<file path="src/pee_pkg.sv">
`timescale 1ns / 1ps

package pee_pkg;

    // ASCII codes of the accepted characters
    localparam logic [7:0] CH_0   = 8'h30;
    localparam logic [7:0] CH_9   = 8'h39;
    localparam logic [7:0] CH_ADD = 8'h2B;
    localparam logic [7:0] CH_SUB = 8'h2D;
    localparam logic [7:0] CH_MUL = 8'h2A;
    localparam logic [7:0] CH_DIV = 8'h2F;

    typedef enum logic [2:0] {
        ST_OK        = 3'd0,
        ST_UNDERFLOW = 3'd1,
        ST_DIVZERO   = 3'd2,
        ST_FULL      = 3'd3,
        ST_EMPTY     = 3'd4
    } status_t;

    // Jump conditions of the sequencer
    typedef enum logic [3:0] {
        C_NONE,
        C_ALWAYS,
        C_NO_ACCEPT,
        C_NOT_DIGIT,
        C_NOT_OP,
        C_SP_GE2,
        C_IS_DIV,
        C_RIGHT_NZ,
        C_DIV_BUSY,
        C_NOT_LAST,
        C_OUT_FREE
    } cond_t;

    typedef logic [4:0] upc_t;

    // Microprogram addresses
    localparam upc_t U_IDLE   = 5'd0;
    localparam upc_t U_DISP   = 5'd1;
    localparam upc_t U_DIGIT  = 5'd2;
    localparam upc_t U_OPCLS  = 5'd3;
    localparam upc_t U_OPCHK  = 5'd4;
    localparam upc_t U_UFLOW  = 5'd5;
    localparam upc_t U_RD1    = 5'd6;
    localparam upc_t U_RD2    = 5'd7;
    localparam upc_t U_CAPL   = 5'd8;
    localparam upc_t U_ALU    = 5'd9;
    localparam upc_t U_DZCHK  = 5'd10;
    localparam upc_t U_DZ     = 5'd11;
    localparam upc_t U_DSTART = 5'd12;
    localparam upc_t U_DWAIT  = 5'd13;
    localparam upc_t U_DWR    = 5'd14;
    localparam upc_t U_END    = 5'd15;
    localparam upc_t U_ENDRD  = 5'd16;
    localparam upc_t U_EMIT   = 5'd17;
    localparam upc_t U_EWAIT  = 5'd18;

    // One control word per step
    typedef struct packed {
        logic  in_rdy;
        logic  rd_top;
        logic  rd_left;
        logic  cap_right;
        logic  cap_left;
        logic  push;
        logic  wr_alu;
        logic  wr_div;
        logic  div_start;
        logic  flag_uf;
        logic  flag_dz;
        logic  emit;
        cond_t cond;
        upc_t  target;
    } ctrl_t;

    // Control store: jump to target when cond holds, else step on
    function automatic ctrl_t ucode(input upc_t a);
        ctrl_t c;
        c = '0;
        c.cond = C_NONE;
        c.target = U_IDLE;
        unique case (a)
            U_IDLE:
            begin
                c.in_rdy = 1'b1;
                c.cond = C_NO_ACCEPT;
                c.target = U_IDLE;
            end
            U_DISP:
            begin
                c.cond = C_NOT_DIGIT;
                c.target = U_OPCLS;
            end
            U_DIGIT:
            begin
                c.push = 1'b1;
                c.cond = C_ALWAYS;
                c.target = U_END;
            end
            U_OPCLS:
            begin
                c.cond = C_NOT_OP;
                c.target = U_END;
            end
            U_OPCHK:
            begin
                c.cond = C_SP_GE2;
                c.target = U_RD1;
            end
            U_UFLOW:
            begin
                c.flag_uf = 1'b1;
                c.cond = C_ALWAYS;
                c.target = U_END;
            end
            U_RD1:
            begin
                c.rd_top = 1'b1;
            end
            U_RD2:
            begin
                c.cap_right = 1'b1;
                c.rd_left = 1'b1;
            end
            U_CAPL:
            begin
                c.cap_left = 1'b1;
                c.cond = C_IS_DIV;
                c.target = U_DZCHK;
            end
            U_ALU:
            begin
                c.wr_alu = 1'b1;
                c.cond = C_ALWAYS;
                c.target = U_END;
            end
            U_DZCHK:
            begin
                c.cond = C_RIGHT_NZ;
                c.target = U_DSTART;
            end
            U_DZ:
            begin
                c.flag_dz = 1'b1;
                c.cond = C_ALWAYS;
                c.target = U_END;
            end
            U_DSTART:
            begin
                c.div_start = 1'b1;
            end
            U_DWAIT:
            begin
                c.cond = C_DIV_BUSY;
                c.target = U_DWAIT;
            end
            U_DWR:
            begin
                c.wr_div = 1'b1;
            end
            U_END:
            begin
                c.cond = C_NOT_LAST;
                c.target = U_IDLE;
            end
            U_ENDRD:
            begin
                c.rd_top = 1'b1;
            end
            U_EMIT:
            begin
                c.emit = 1'b1;
                c.cond = C_OUT_FREE;
                c.target = U_IDLE;
            end
            U_EWAIT:
            begin
                c.cond = C_ALWAYS;
                c.target = U_EMIT;
            end
            default:
            begin
                c.cond = C_ALWAYS;
                c.target = U_IDLE;
            end
        endcase
        return c;
    endfunction

endpackage

</file>
<file path="src/pee_if.sv">
`timescale 1ns / 1ps

// Character channel
interface pee_in_if;
    logic       valid;
    logic       ready;
    logic [7:0] symbol;
    logic       end_of_expr;

    modport source (output valid, output symbol, output end_of_expr, input ready);
    modport sink (input valid, input symbol, input end_of_expr, output ready);
endinterface

// Result channel
interface pee_out_if;
    logic               valid;
    logic               ready;
    logic signed [31:0] value;
    logic        [2:0]  status;

    modport source (output valid, output value, output status, input ready);
    modport sink (input valid, input value, input status, output ready);
endinterface

</file>
<file path="src/pee_ram.sv">
`timescale 1ns / 1ps

module pee_ram #(
    parameter int WIDTH = 32,
    parameter int DEPTH = 64
) (
    input  logic                     clk,
    input  logic                     we,
    input  logic [$clog2(DEPTH)-1:0] waddr,
    input  logic [WIDTH-1:0]         wdata,
    input  logic                     re,
    input  logic [$clog2(DEPTH)-1:0] raddr,
    output logic [WIDTH-1:0]         rdata
);

    logic [WIDTH-1:0] mem [DEPTH];

    // One write port, one registered read port
    always_ff @(posedge clk)
    begin
        if (we)
        begin
            mem[waddr] <= wdata;
        end
        if (re)
        begin
            rdata <= mem[raddr];
        end
    end

endmodule

</file>
<file path="src/pee_div.sv">
`timescale 1ns / 1ps

module pee_div (
    input  logic        clk,
    input  logic        rst_n,
    input  logic        start,
    input  logic [31:0] num,
    input  logic [31:0] den,
    output logic        busy,
    output logic [31:0] quot
);

    logic [5:0]  count_reg, count_next;
    logic [31:0] q_reg, q_next;
    logic [31:0] rem_reg, rem_next;
    logic [31:0] dmag_reg, dmag_next;
    logic        neg_reg, neg_next;
    logic [32:0] trial;
    logic [32:0] diff;

    // Restoring division on magnitudes, one quotient bit per cycle
    always_comb
    begin
        count_next = count_reg;
        q_next = q_reg;
        rem_next = rem_reg;
        dmag_next = dmag_reg;
        neg_next = neg_reg;
        trial = {rem_reg, q_reg[31]};
        diff = trial - {1'b0, dmag_reg};
        if (start)
        begin
            count_next = 6'd32;
            q_next = num[31] ? (32'd0 - num) : num;
            dmag_next = den[31] ? (32'd0 - den) : den;
            rem_next = '0;
            neg_next = num[31] ^ den[31];
        end
        else if (count_reg != 6'd0)
        begin
            count_next = count_reg - 6'd1;
            if (!diff[32])
            begin
                rem_next = diff[31:0];
                q_next = {q_reg[30:0], 1'b1};
            end
            else
            begin
                rem_next = trial[31:0];
                q_next = {q_reg[30:0], 1'b0};
            end
        end
    end

    always_ff @(posedge clk or negedge rst_n)
    begin
        if (!rst_n)
        begin
            count_reg <= '0;
        end
        else
        begin
            count_reg <= count_next;
        end
    end

    always_ff @(posedge clk)
    begin
        q_reg <= q_next;
        rem_reg <= rem_next;
        dmag_reg <= dmag_next;
        neg_reg <= neg_next;
    end

    assign busy = (count_reg != 6'd0);
    assign quot = neg_reg ? (32'd0 - q_reg) : q_reg;

endmodule

</file>
<file path="src/postfix_expression_evaluator_core.sv">
`timescale 1ns / 1ps

// Channel  Dir  Payload                          Item
// expr     in   symbol[7:0], end_of_expr         one ASCII character
// result   out  value[31:0] signed, status[2:0]  one per expression end
//
// One character at a time: a digit is pushed, an ignored character is dropped,
// + - * read two operands and write the ALU result, / uses the bit-serial divider.
// The end flag adds a stack top read from the stack RAM and the result load.
// The result register lets the next character enter while a result waits;
// a second result stalls the sequencer until the first is taken.
// rst_n clears the step counter, stack pointer, error and result valid;
// the stack RAM needs no clearing.

module postfix_expression_evaluator_core #(
    parameter int STACK_DEPTH = 64
) (
    input logic       clk,
    input logic       rst_n,
    pee_in_if.sink    expr,
    pee_out_if.source result
);
    import pee_pkg::*;

    localparam int SP_W = $clog2(STACK_DEPTH + 1);
    localparam int AW = $clog2(STACK_DEPTH);

    ctrl_t cw;
    upc_t upc_reg, upc_next;
    logic jump;
    logic accept;
    logic out_free;

    logic [7:0]      sym_reg;
    logic            last_reg;
    logic [31:0]     right_reg;
    logic [31:0]     left_reg;
    logic [SP_W-1:0] sp_reg, sp_next;
    status_t         err_reg, err_next;
    logic            out_valid_reg;
    logic [31:0]     value_reg;
    status_t         status_reg;

    logic [SP_W-1:0] sp_m1;
    logic [SP_W-1:0] sp_m2;
    logic            is_digit;
    logic            is_op;
    logic            full;
    logic [31:0]     alu_res;

    logic            ram_we;
    logic [AW-1:0]   ram_waddr;
    logic [31:0]     ram_wdata;
    logic            ram_re;
    logic [AW-1:0]   ram_raddr;
    logic [31:0]     ram_rdata;

    logic            div_busy;
    logic [31:0]     div_quot;

    assign cw = ucode(upc_reg);
    assign accept = cw.in_rdy && expr.valid;
    assign out_free = !out_valid_reg || result.ready;

    assign sp_m1 = sp_reg - SP_W'(1);
    assign sp_m2 = sp_reg - SP_W'(2);
    assign is_digit = (sym_reg >= CH_0) && (sym_reg <= CH_9);
    assign is_op = (sym_reg == CH_ADD) || (sym_reg == CH_SUB) ||
                   (sym_reg == CH_MUL) || (sym_reg == CH_DIV);
    assign full = (sp_reg == SP_W'(STACK_DEPTH));

    // Jump condition decode
    always_comb
    begin
        unique case (cw.cond)
            C_NONE:      jump = 1'b0;
            C_ALWAYS:    jump = 1'b1;
            C_NO_ACCEPT: jump = !accept;
            C_NOT_DIGIT: jump = !is_digit;
            C_NOT_OP:    jump = !is_op;
            C_SP_GE2:    jump = (sp_reg >= SP_W'(2));
            C_IS_DIV:    jump = (sym_reg == CH_DIV);
            C_RIGHT_NZ:  jump = (right_reg != 32'd0);
            C_DIV_BUSY:  jump = div_busy;
            C_NOT_LAST:  jump = !last_reg;
            C_OUT_FREE:  jump = out_free;
            default:     jump = 1'b1;
        endcase
        upc_next = jump ? cw.target : (upc_reg + upc_t'(1));
    end

    // Add, subtract, multiply (low 32 bits are the same signed or not)
    always_comb
    begin
        case (sym_reg)
            CH_ADD:  alu_res = left_reg + right_reg;
            CH_SUB:  alu_res = left_reg - right_reg;
            default: alu_res = left_reg * right_reg;
        endcase
    end

    // Stack RAM ports
    always_comb
    begin
        ram_we = 1'b0;
        ram_waddr = sp_m2[AW-1:0];
        ram_wdata = alu_res;
        if (cw.push)
        begin
            ram_we = !full;
            ram_waddr = sp_reg[AW-1:0];
            ram_wdata = {24'd0, sym_reg - CH_0};
        end
        else if (cw.wr_alu)
        begin
            ram_we = 1'b1;
        end
        else if (cw.wr_div)
        begin
            ram_we = 1'b1;
            ram_wdata = div_quot;
        end
        ram_re = cw.rd_top || cw.rd_left;
        ram_raddr = cw.rd_left ? sp_m2[AW-1:0] : sp_m1[AW-1:0];
    end

    // Stack pointer and sticky error
    always_comb
    begin
        sp_next = sp_reg;
        err_next = err_reg;
        if (cw.push)
        begin
            if (full)
            begin
                if (err_reg == ST_OK)
                begin
                    err_next = ST_FULL;
                end
            end
            else
            begin
                sp_next = sp_reg + SP_W'(1);
            end
        end
        if (cw.wr_alu || cw.wr_div)
        begin
            sp_next = sp_m1;
        end
        if (cw.flag_uf && (err_reg == ST_OK))
        begin
            err_next = ST_UNDERFLOW;
        end
        if (cw.flag_dz && (err_reg == ST_OK))
        begin
            err_next = ST_DIVZERO;
        end
        if (cw.emit && out_free)
        begin
            sp_next = '0;
            err_next = ST_OK;
        end
    end

    // Control registers
    always_ff @(posedge clk or negedge rst_n)
    begin
        if (!rst_n)
        begin
            upc_reg <= U_IDLE;
            sp_reg <= '0;
            err_reg <= ST_OK;
            out_valid_reg <= 1'b0;
        end
        else
        begin
            upc_reg <= upc_next;
            sp_reg <= sp_next;
            err_reg <= err_next;
            if (cw.emit && out_free)
            begin
                out_valid_reg <= 1'b1;
            end
            else if (result.ready)
            begin
                out_valid_reg <= 1'b0;
            end
        end
    end

    // Operand and result registers
    always_ff @(posedge clk)
    begin
        if (accept)
        begin
            sym_reg <= expr.symbol;
            last_reg <= expr.end_of_expr;
        end
        if (cw.cap_right)
        begin
            right_reg <= ram_rdata;
        end
        if (cw.cap_left)
        begin
            left_reg <= ram_rdata;
        end
        if (cw.emit && out_free)
        begin
            if (sp_reg == '0)
            begin
                value_reg <= '0;
                status_reg <= (err_reg != ST_OK) ? err_reg : ST_EMPTY;
            end
            else
            begin
                value_reg <= ram_rdata;
                status_reg <= err_reg;
            end
        end
    end

    pee_ram #(
        .WIDTH(32),
        .DEPTH(STACK_DEPTH)
    ) u_stack (
        .clk  (clk),
        .we   (ram_we),
        .waddr(ram_waddr),
        .wdata(ram_wdata),
        .re   (ram_re),
        .raddr(ram_raddr),
        .rdata(ram_rdata)
    );

    pee_div u_div (
        .clk  (clk),
        .rst_n(rst_n),
        .start(cw.div_start),
        .num  (left_reg),
        .den  (right_reg),
        .busy (div_busy),
        .quot (div_quot)
    );

    assign expr.ready = cw.in_rdy;
    assign result.valid = out_valid_reg;
    assign result.value = value_reg;
    assign result.status = status_reg;

endmodule

</file>
<file path="src/flat_wrapper.sv">
// flat-port wrapper written by rule: the top's interface ports become plain ports
module postfix_expression_evaluator_core_flat import pee_pkg::*;
#(
    parameter int STACK_DEPTH = 64
)
  (clk, rst_n, expr_valid, expr_symbol, expr_end_of_expr, expr_ready, result_valid, result_value, result_status, result_ready);
  pee_in_if expr_i ();
  pee_out_if result_i ();
  input logic clk;
  input logic rst_n;
  input wire logic [$bits(expr_i.valid)-1:0] expr_valid;
  input wire logic [$bits(expr_i.symbol)-1:0] expr_symbol;
  input wire logic [$bits(expr_i.end_of_expr)-1:0] expr_end_of_expr;
  output wire logic [$bits(expr_i.ready)-1:0] expr_ready;
  output wire logic [$bits(result_i.valid)-1:0] result_valid;
  output wire logic [$bits(result_i.value)-1:0] result_value;
  output wire logic [$bits(result_i.status)-1:0] result_status;
  input wire logic [$bits(result_i.ready)-1:0] result_ready;
  assign expr_i.valid = expr_valid;
  assign expr_i.symbol = expr_symbol;
  assign expr_i.end_of_expr = expr_end_of_expr;
  assign expr_ready = expr_i.ready;
  assign result_valid = result_i.valid;
  assign result_value = result_i.value;
  assign result_status = result_i.status;
  assign result_i.ready = result_ready;
  postfix_expression_evaluator_core #(.STACK_DEPTH(STACK_DEPTH)) u_core (.clk(clk), .rst_n(rst_n), .expr(expr_i), .result(result_i));
endmodule
</file>
<file path="config.mk">
export PLATFORM = sky130hd
export DESIGN_NAME = postfix_expression_evaluator_core_flat
export DESIGN_NICKNAME = d
export VERILOG_FILES = /design/src/pee_pkg.sv /design/src/pee_if.sv /design/src/pee_ram.sv /design/src/pee_div.sv /design/src/postfix_expression_evaluator_core.sv /design/src/flat_wrapper.sv
export SDC_FILE = /design/constraint.sdc
export NUM_CORES = 2
export LEC_CHECK = 0
export ABC_AREA = 1
export BUFFER_PORTS_ARGS = -buffer_cell sky130_fd_sc_hd__buf_2
export CAP_MARGIN = 0
export CELL_PAD_IN_SITES_DETAIL_PLACEMENT = 0
export CELL_PAD_IN_SITES_GLOBAL_PLACEMENT = 1
export CORE_ASPECT_RATIO = 0.5
export CORE_MARGIN = 2
export CORE_UTILIZATION = 40
export DETAILED_ROUTE_END_ITERATION = 8
export PLACE_DENSITY = 0.69
export SLEW_MARGIN = 20
export SYNTH_ARGS = -nofsm -noshare
export SYNTH_HDL_FRONTEND = slang
export SYNTH_SLANG_ARGS = --single-unit
</file>
<file path="constraint.sdc">
create_clock -name clk -period 23.6 [get_ports clk]
set_input_delay 4.72 -clock clk [delete_from_list [all_inputs] [get_ports clk]]
set_output_delay 4.72 -clock clk [all_outputs]
set_load 0.03 [all_outputs]
</file>
==> flow_metrics.env <==
export IMPL_holdBufCountCts=0
export IMPL_grtUsageMet3_pct=3.801
export IMPL_worstHoldStart="u_core.u_div.rem_reg[14]"
export IMPL_tritoncts="built"
export IMPL_io_buffers=49
export IMPL_routed_wl_um=348400
export IMPL_cts_resized=0
export IMPL_cts_root_buf="clkbuf_16"
export IMPL_fin_util_pct=44.34
export IMPL_dr_pass1_iters=6
export IMPL_fin_worst_skew_ns=0.1169
export IMPL_top_register="u_core.u_stack.mem"
export IMPL_rsz0062_at_grt="no"
export IMPL_synth_edf_count=2253
export IMPL_fp_dieArea_sq_um=289500
export IMPL_final_cell_mix="edfxtp_1, nor2_1, nand2_1, o21ai_0, inv_1"
export IMPL_r2r_slack_ns=14.96
export IMPL_drc=0
export IMPL_core_sq_um=283200
export IMPL_largest_reg_flops=2048
export IMPL_syn_num_nets=10870
export IMPL_whs_path_depth=2
export IMPL_grt_pass1_vias=75750
export IMPL_worst_pin_slew_ns=1.179
export IMPL_r2r_cells=24
export IMPL_path_cells="nand2_1 -> fa_1 -> inv_1 -> fa_1 -> fa_1 -> inv_1 -> fa_1 -> inv_1 -> fa_1 -> inv_1 -> fa_1 -> inv_1 -> fa_1 -> fa_1 -> ha_1 -> nand2_1 -> nor4_1 -> nand4_1 -> nand3_1 -> nand2_1 -> nand3_1 -> nand3_1 -> nand3_1 -> clkinv_2"
export IMPL_maxCapViolCount=0
export IMPL_final_common_cell="edfxtp_1"
export IMPL_fin_crit_sh_pct=36.62
export IMPL_grt_util_met1_pct=34.26
export IMPL_cp_max_fo=64
export IMPL_placed_area_sq_um=118900
export IMPL_slew_violations=0
export IMPL_busiest_layer="met2"
export IMPL_grt_start_max_net_pins=186
export IMPL_cp_slowest_cell="edfxtp_1"
export IMPL_reg2reg_to="u_core.u_stack.mem[61][22]"
export IMPL_rr_startpoint="u_core.right_reg[10]"
export IMPL_htree_levels=4
export IMPL_cpPeakStageDelay_ns=1.09
export IMPL_crit_top_cell="fa_1"
export IMPL_clkTransAtPathRegs_ns=0.07
export IMPL_layout_drive_gt1_share_pct=7.070
export IMPL_syn_avg_cell_area_sq_um=11.13
export IMPL_ys_warnings_count=0
export IMPL_ant_nets=0
export IMPL_critPathCaptureType="flop"
export IMPL_critical_path_class="flop to flop"
export IMPL_routabilityCongestion=0.8878
export IMPL_setup_violations=0
export IMPL_finalHoldViolations=0
export IMPL_vias=79050
export IMPL_die_w_um=759.0
export IMPL_tns_ns=0
export IMPL_drt_initial_drc_count=8863
export IMPL_syn_to_final_growth_pct=10.14
export IMPL_start_util_pct=40.26
export IMPL_clock_sinks=2306
export IMPL_fmax_mhz=115.7
export IMPL_dpl_hpwl_um=201000
export IMPL_clock_latency_ns=0.90
export IMPL_final_area_sq_um=125600
export IMPL_grt_ovfl_total=0
export IMPL_worst_hold_path_type="flop to flop"
export IMPL_finalNetCount=10710
export IMPL_status="complete, no violations"
export IMPL_synth_cells=10250
export IMPL_numCtsBuffers=216
export IMPL_async_flop_share_pct=0.9107
export IMPL_ys_flop_type="edfxtp_1"
export IMPL_wl_per_cell_um=24.81
export IMPL_cp_start_kind="flop"
export IMPL_ys_ff_latch=2306
export IMPL_grt_use_met2_pct=37.10
export IMPL_crit_path_start="u_core.right_reg[10]"
export IMPL_synth_cell_types=64
export IMPL_fill_cells=26220
export IMPL_min_period_ns=8.642
export IMPL_num_rows=138
export IMPL_antenna_found_initial=11
export IMPL_post_cts_buffers=0
export IMPL_avgViaCountPerCell=5.629
export IMPL_clockBufferDepth=4
export IMPL_synth_seq_area_share_pct=60.37
export IMPL_grt_pass1_wl_um=509900
export IMPL_die_h_um=381.5
export IMPL_cp_required_ns=23.79
export IMPL_grt_usage_pct=23.68
export IMPL_max_slew_margin_pct=21.40
export IMPL_hold_end="u_core.u_div.rem_reg[14]"
export IMPL_arrival_ns=8.83
export IMPL_synth_area_sq_um=114000
export IMPL_ioPinCount=50
==> worst max path at each step <==
stage / end / slack [ns] / cells past startpoint
finish: u_core.u_stack.mem[61][22] / 14.96 / 24
global route: u_core.u_stack.mem[61][22] / 14.54 / 24
floorplan: u_core.u_stack.mem[0][15] / 14.37 / 23
CTS: u_core.u_stack.mem[61][22] / 15.07 / 24
detailed placement: u_core.u_stack.mem[15][22] / 15.12 / 24
global placement: u_core.u_stack.mem[12][22] / 15.20 / 24
==> per-stage QoR <==
step	std cells	hold WS (ns)	setup WS [ns]
6_report	14040	0.4760	14.96
5_1_grt	14040	0.4975	14.54
4_1_cts	14040	0.4793	15.07
3_5_place_dp	13650	0.4666	15.12
3_3_place_gp	13650	0.4616	15.20
2_1_floorplan	10250	0.4450	14.37
==> Yosys cell counts, types with 162 or more instances <==
cell type	number	share of area, %
ha_1	204	2.2
o211ai_1	276	1.8
o21ai_0	1129	5.0
nand3_1	391	1.7
nor2_1	1356	4.5
fa_1	410	7.2
a21oi_1	162	0.71
o22ai_1	276	1.5
nand2_1	1260	4.1
inv_1	1068	3.5
clkbuf_1	423	1.4
edfxtp_1	2253	59
o221ai_1	252	1.9
==> final cells by class <==
class / count / area [sq um] / area share (%)
inverter: 1082 / 4094 / 3.261
clock inverter: 110 / 927.1 / 0.7385
timing repair buffer: 266 / 2024 / 1.612
clock buffer: 276 / 5703 / 4.542
antenna: 7 / 17.52 / 0.01395
sequential: 2306 / 68820 / 54.82
multi-input combinational: 6215 / 39230 / 31.25
tap: 3780 / 4730 / 3.767
==> critical path: cells and delay by family, from the launching register on <==
family	cells	cell delay, ns
adders and majority gates	9	4.22
buffers and inverters	6	1.07
DFF	1	1.09
and+or+nand+nor	9	1.60
==> metal layers <==
layer,vias to the layer above,routed length [um]
met4,2,10310
li1,35530,-
met2,3059,156300
met3,451,28350
met1,40010,153500
met5,-,19
==> kinds of logic (layout without fill, tap and decap cells) <==
| group | count (synthesis) | after routing | synth area share [%] |
|---|---|---|---|
| xor gates and xnor gates | 120 | 120 | 0.9220 |
| buffers and inverters | 1724 | 1734 | 5.941 |
| DFF | 2306 | 2306 | 60.37 |
| adders and majority gates | 614 | 614 | 9.439 |
| and+or+nand+nor | 3168 | 3168 | 11.22 |
| other | 0 | 7 | 0 |
| AOI/OAI and AO/OA | 2313 | 2313 | 12.11 |
Power is left out: the tool's default activity adds up to more than one toggle a clock period on the data nets, which glitch-free logic cannot reach.
